File: config.mk
export PLATFORM = sky130hd
export DESIGN_NAME = idu_cell
export DESIGN_NICKNAME = d
export VERILOG_FILES = /design/src/rtl/idu_pkg.sv /design/src/rtl/idu_cell.sv
export VERILOG_INCLUDE_DIRS = /design/src /design/src/rtl
export SDC_FILE = /design/constraint.sdc
export NUM_CORES = 1
export LEC_CHECK = 0
export BUFFER_PORTS_ARGS = -buffer_cell sky130_fd_sc_hd__buf_4
export CAP_MARGIN = 25
export CORE_MARGIN = 4
export CORE_UTILIZATION = 45
export CTS_CLUSTER_DIAMETER = 50
export DETAILED_ROUTE_END_ITERATION = 16
export PLACE_DENSITY = 0.82
export SLEW_MARGIN = 20
export SYNTH_ARGS = -nofsm -noshare
export SYNTH_HDL_FRONTEND = slang
export SYNTH_SLANG_ARGS = --single-unit
File: constraint.sdc
create_clock -name clk -period 5 [get_ports clk]
set_input_delay 0.75 -clock clk [delete_from_list [all_inputs] [get_ports clk]]
set_output_delay 0.75 -clock clk [all_outputs]
set_load 0.01 [all_outputs]
File: src/rtl/assert_macros.svh
// assert_macros.svh: assertion macros shared by the divider RTL.
// Relies on each asserting module having clk and rst in scope.
`ifndef ASSERT_MACROS_SVH
`define ASSERT_MACROS_SVH

`ifndef SYNTHESIS

// Clocked property, ignored while rst is high.
`define ASSERT_CLK(lbl, prop) \
  lbl: assert property (@(posedge clk) disable iff (rst) (prop)) \
    else $error("assertion failed");

// Condition that must never hold outside reset.
`define ASSERT_NEVER(lbl, expr) \
  lbl: assert property (@(posedge clk) disable iff (rst) !(expr)) \
    else $error("forbidden condition seen");

`else

`define ASSERT_CLK(lbl, prop)
`define ASSERT_NEVER(lbl, expr)

`endif

`endif

File: src/rtl/idu_pkg.sv
// idu_pkg: command codes and the per-word control bundle of the divider.
// No dependencies; used by idu_cell and integer_divide_unit_64_core.
package idu_pkg;

  localparam int unsigned CMD_WIDTH = 2;
  localparam int unsigned FIELD_WIDTH = 64;

  localparam logic [CMD_WIDTH-1:0] CMD_UDIV = 2'd0;
  localparam logic [CMD_WIDTH-1:0] CMD_UREM = 2'd1;
  localparam logic [CMD_WIDTH-1:0] CMD_SDIV = 2'd2;

  // Control that rides along with a word through the cell row.
  typedef struct packed {
    logic rem;  // deliver remainder
    logic neg;  // negate quotient at the end
    logic dz;   // divisor was zero
  } ctl_t;

endpackage

File: src/rtl/idu_cell.sv
// idu_cell: one restoring-division step with its stage register.
// Depends on idu_pkg and assert_macros.svh.
`include "assert_macros.svh"

module idu_cell #(
  parameter int unsigned DATA_WIDTH = 64
) (
  input  logic                  clk,
  input  logic                  rst,
  input  logic                  en,
  input  logic                  prev_valid,
  input  logic [DATA_WIDTH-1:0] prev_r,
  input  logic [DATA_WIDTH-1:0] prev_nq,
  input  logic [DATA_WIDTH-1:0] prev_d,
  input  idu_pkg::ctl_t         prev_ctl,
  output logic                  valid,
  output logic [DATA_WIDTH-1:0] r,
  output logic [DATA_WIDTH-1:0] nq,
  output logic [DATA_WIDTH-1:0] d,
  output idu_pkg::ctl_t         ctl
);

  localparam int unsigned W = DATA_WIDTH;

  logic [W:0]   part;
  logic [W:0]   diff;
  logic         take;
  logic [W-1:0] r_next;
  logic [W-1:0] nq_next;

  // Shift next dividend bit into the partial remainder; top bit is the carry.
  always_comb begin
    part    = {prev_r, prev_nq[W-1]};
    diff    = part - {1'b0, prev_d};
    take    = ~diff[W];
    r_next  = take ? diff[W-1:0] : part[W-1:0];
    // dividend bits leave at the top, quotient bits enter at the bottom
    nq_next = {prev_nq[W-2:0], take};
  end

  always_ff @(posedge clk) begin
    if (rst) begin
      valid <= 1'b0;
    end else if (en) begin
      valid <= prev_valid;
    end
  end

  always_ff @(posedge clk) begin
    if (en) begin
      r   <= r_next;
      nq  <= nq_next;
      d   <= prev_d;
      ctl <= prev_ctl;
    end
  end

  `ASSERT_CLK(a_rem_below_div, (valid && !ctl.dz) |-> (r < d))
  `ASSERT_NEVER(a_zero_div_takes, valid && ctl.dz && !nq[0])
  `ASSERT_CLK(a_freeze_on_stall, !en |=> ($stable(valid) && $stable(r) && $stable(nq)))

endmodule

# After elaboration in Yosys (flattened, before gate mapping)
# Index checks and enable logic that the tools add are counted.
[classes]
addsub = 1
mux = 1
bitwise_logic = 1
[op_table]
columns = ["operator", "count"]
rows = [
  ["subtractor 65 x 64 -> 65 bit", 1],
  ["two-way mux 64 bit", 1],
  ["NOT 1 bit", 1],
]
[word_totals]
reg_bits = 196
inputBits = 199
elab_cells = 10

# Logic depth before layout (Yosys ltp)
[logic_depth]
depth_word = 2
mapped_depth = 14
depth_no_buf = 13

# Worst setup path before layout
# Ideal clock, no wire load.
[synth_path]
kind = "in2reg"
start = "input port prev_d[27]"
end = "register r[53] (data pin)"
setup_ns = 0.262
arrival_ns = 3.572
slack_ns = 1.166
cell_stages = 14
path_buffers = 2
path_cell_list = "inv_1 ha_1 buf_2 nand4_1 or4_1 or3_1 o32a_1 a21oi_2 o21ai_1 and2_4 o211a_4 inv_6 buf_6 mux2_1"
[synth_between]
elab_chain_cells = 2
[synth_lines]
columns = ["item", "line_no", "source"]
rows = [
  ["start: declaration", "idu_cell.sv:14", "input logic [DATA_WIDTH-1:0] prev_d,"],
  ["subtractor 65 x 64 -> 65 bit", "idu_cell.sv:34", "diff = part - {1'b0, prev_d};"],
  ["two-way mux 64 bit", "idu_cell.sv:36", "r_next = take ? diff[W-1:0] : part[W-1:0];"],
  ["net r_next[53]", "idu_cell.sv:28", "logic [W-1:0] r_next;"],
  ["end signal: assignment", "idu_cell.sv:51", "r <= r_next;"],
  ["end: declaration", "idu_cell.sv:17", "output logic [DATA_WIDTH-1:0] r,"],
]
# The timed path passes the listed nets, and every way through them passes these cells.
# A chain may end at the register's enable or synchronous reset.

# Worst setup path in the final report
[layout_path]
start = "input port prev_d[18]"
end = "register r[42] (data pin)"
# The elaborated chain is that of the path after synthesis.

==> qor.yml <==
floorplanning:
  die_w_um: 164
  die_h_um: 164
  dieArea_sq_um: 26900
  num_rows: 56
  io_pins: 395
  start_util: 0.462
  core_area_sq_um: 23800
synth:
  synth_nets: 1201
  synthCells: 937
  ys_ff_latch: 196
  ys.flop_type: "edfxtp_1"
  syn_area_sq_um: 11000
  synth.area.top_cells: "edfxtp_1, ha_1, mux2_1, a21oi_1, inv_1"
  yosysMostFrequentCell: "edfxtp_1"
  syn_avg_cell_area_sq_um: 11.7
  yosys_warnings: 0
  synthTopCellsByCount: "edfxtp_1, inv_1, a21oi_1"
  ys_seq_area_frac: 0.535
  yosysUniqueCellTypes: 75
  synth_top_area_cell: "edfxtp_1"
  synth_async_sr_flop_share: 0
  yosysTopAreaCellShare: 0.534
  synth_edf_count: 195
detailed_routing:
  vias: 8946
  drc: 0
  avgRoutedWirePerCell_um: 19.3
  drtIter0Drc: 686
  first_pass_iters: 5
  drt_wl_total_um: 32000
  vias_per_cell: 5.40
  final_antenna_net_count: 0
flow_run:
  max_cap_viol_count: 0
sta:
  finalSetupViolCount: 0
  tns_ns: 0
  skew_ns: 0
  worst_pin_slew_ns: 1.04
  fmax_ghz: 0.247
  fin_ws_ns: 0.958
  final-max-slew-violation-count: 0
  max_slew_margin: 0.304
  final_hold_viol_count: 0
  final.period_utilization: 0.808
  rsz0062_at_grt: "false"
  fin_crit_ns: 4.04
layout:
  fillCellCount: 1908
  final-seq-area_sq_um: 5880
  nets: 1588
  num_antenna_cells: 0
  syn2layout_area_growth_pct: 35.5
  multi_input_area_sq_um: 4600
  drive_gt1_frac: 0.334
setup_path:
  cp.required_ns: 5.18
  timing.rr.start: "valid"
  critPathMaxFanout: 26
  crit_slowest_cell: "or4_1"
  cp-start-kind: "primary input"
  critical_path_class: "in2reg"
  worstSetupEndpointType: "flip-flop"
  r2r_setup_slack_ns: 4.40
  rr_endpoint: "valid"
  crit_path_cell_trace: "buf_4, inv_1, ha_1, nand4_1, or4_1, or3_1, o32a_1, a21oi_2, o21ai_1, and2_4, o211a_4, inv_6, buf_12, mux2_1"
  rr_worst_depth: 2
  arrival_ns: 4.22
  cpPeakStageDelay_ns: 0.55
clock_network:
  cts_buffer_depth: 2
  clockRootBuffer: "clkbuf_16"
  holdBufCountCts: 0
  cts_setup_buffers: 0
  cts_made_buffers: 17
  cts.sink_count: 196
  htree_levels: 4
  cts_tree: "built"
  clkTransAtPathRegs_ns: 0.08
  clk_latency_ns: 0.43
  cts_resized: 0
outcome:
  outcome: "complete, no violations"
grt:
  grt_pass1_wl_um: 47800
  antenna_found_initial: 0
  grt-busiest-layer: "met2"
  grt_usage: 0.226
  use_met2: 0.396
  grt_max_degree: 120
  grtUsageMet3: 0.0550
  grt-ovfl-total: 0
  grt_pass1_vias: 8812
  use_met1: 0.280
place:
  gp_congestion: 0.932
  portBuffers: 394
  pre_cts_ws_ns: 0.494
  hpwlAfterDp_um: 25400
hold_path:
  whs_path_depth: 2
  hold_path_end: "valid"
  hp-class: "in2reg"
  min-delay-start: "rst"
pwr:
  ir_drop_v: 0.000256
  p_leak_nw: 6.56
  power_density_nw_per_um2: 324
[state kept, by name, indices dropped and copies added (netlist names)]
register,count
ctl,3
d,64
nq,64
valid,1
r,64
[metrics by stage]
stage,cell area [sq um],hold WS [ns],util,std cells,power (mW)
after global routing,14900,0.445,0.626,1656,5.04
after detailed placement,14300,0.505,0.600,1624,3.43
after CTS,14900,0.444,0.626,1656,4.85
final,14900,0.463,0.626,1656,4.81
after floorplan,11000,0.528,-,937,2.82
after global placement,14300,0.490,0.600,1624,3.40
[how the worst max path moves through the flow]
stage | start | endpoint | slack [ns] | cells past startpoint
final | prev_d[18] | r[42] | 0.96 | 14
after global routing | prev_d[18] | r[42] | 0.76 | 14
after detailed placement | prev_d[18] | r[63] | 0.49 | 14
after CTS | prev_d[18] | r[42] | 0.95 | 14
after floorplan | prev_d[27] | r[53] | 1.17 | 14
after global placement | prev_d[18] | r[42] | 0.58 | 14
[metal layers]
metal	up-vias	routed length (um)
li1	4256	-
met1	4282	12600
met2	374	16300
met3	34	2540
met4	0	583
met5	-	0
[power breakdown]
| part | switching (mW) | total [mW] | internal, mW |
|---|---|---|---|
| clock | 0.721 | 1.41 | 0.686 |
| sequential | 0.0536 | 2.09 | 2.03 |
| combinational | 0.681 | 1.32 | 0.634 |
[layout make-up]
cell class,instances,share of cell area
clock buffers,18,0.0289
clock inverters,14,0.0123
inverters,86,0.0221
multi-input cells,622,0.309
flip-flops and latches,196,0.395
well taps,319,0.0268
repair buffers,401,0.205
[logic make-up after synthesis]
logic type,after synthesis,share of synthesized area
XOR/XNOR,57,0.0455
AND/OR/NAND/NOR,196,0.0889
adder cells (fa/ha/maj),65,0.0748
flip-flops,196,0.535
AO/OA/AOI/OAI,240,0.144
multiplexers,64,0.0656
buffers and inverters,119,0.0455
[worst max-delay path: cells and delay by family]
family                     cells  cell delay, ns
buffers and inverters          4            0.61
and+or+nand+nor                4            1.27
muxes                          1            0.34
AOI/OAI and AO/OA              4            0.80
adders and majority gates      1            0.41
[cells in the final DEF (no fill, tap or decap), drive strengths merged, types with 4 or more instances in the layout]
master / Yosys / routed
o21bai: 15 / 15
buf: 9 / 400
nor3: 9 / 9
or3: 5 / 5
a211oi: 7 / 7
a211o: 5 / 5
nor2: 41 / 41
nand2b: 9 / 9
clkbuf: 24 / 19
xnor2: 34 / 34
o31ai: 5 / 5
a21o: 32 / 32
mux2: 57 / 57
edfxtp: 195 / 195
o21a: 8 / 8
nand4: 21 / 21
nand3: 10 / 10
mux2i: 7 / 7
inv: 86 / 93
ha: 64 / 64
a21oi: 78 / 78
o211ai: 4 / 4
nand2: 62 / 62
clkinv: 0 / 7
o21ai: 38 / 38
a31oi: 7 / 7
nor2b: 10 / 10
a21boi: 6 / 6
and3: 7 / 7
or2: 7 / 7
xor2: 23 / 23
(Power assumes the default switching activity.)
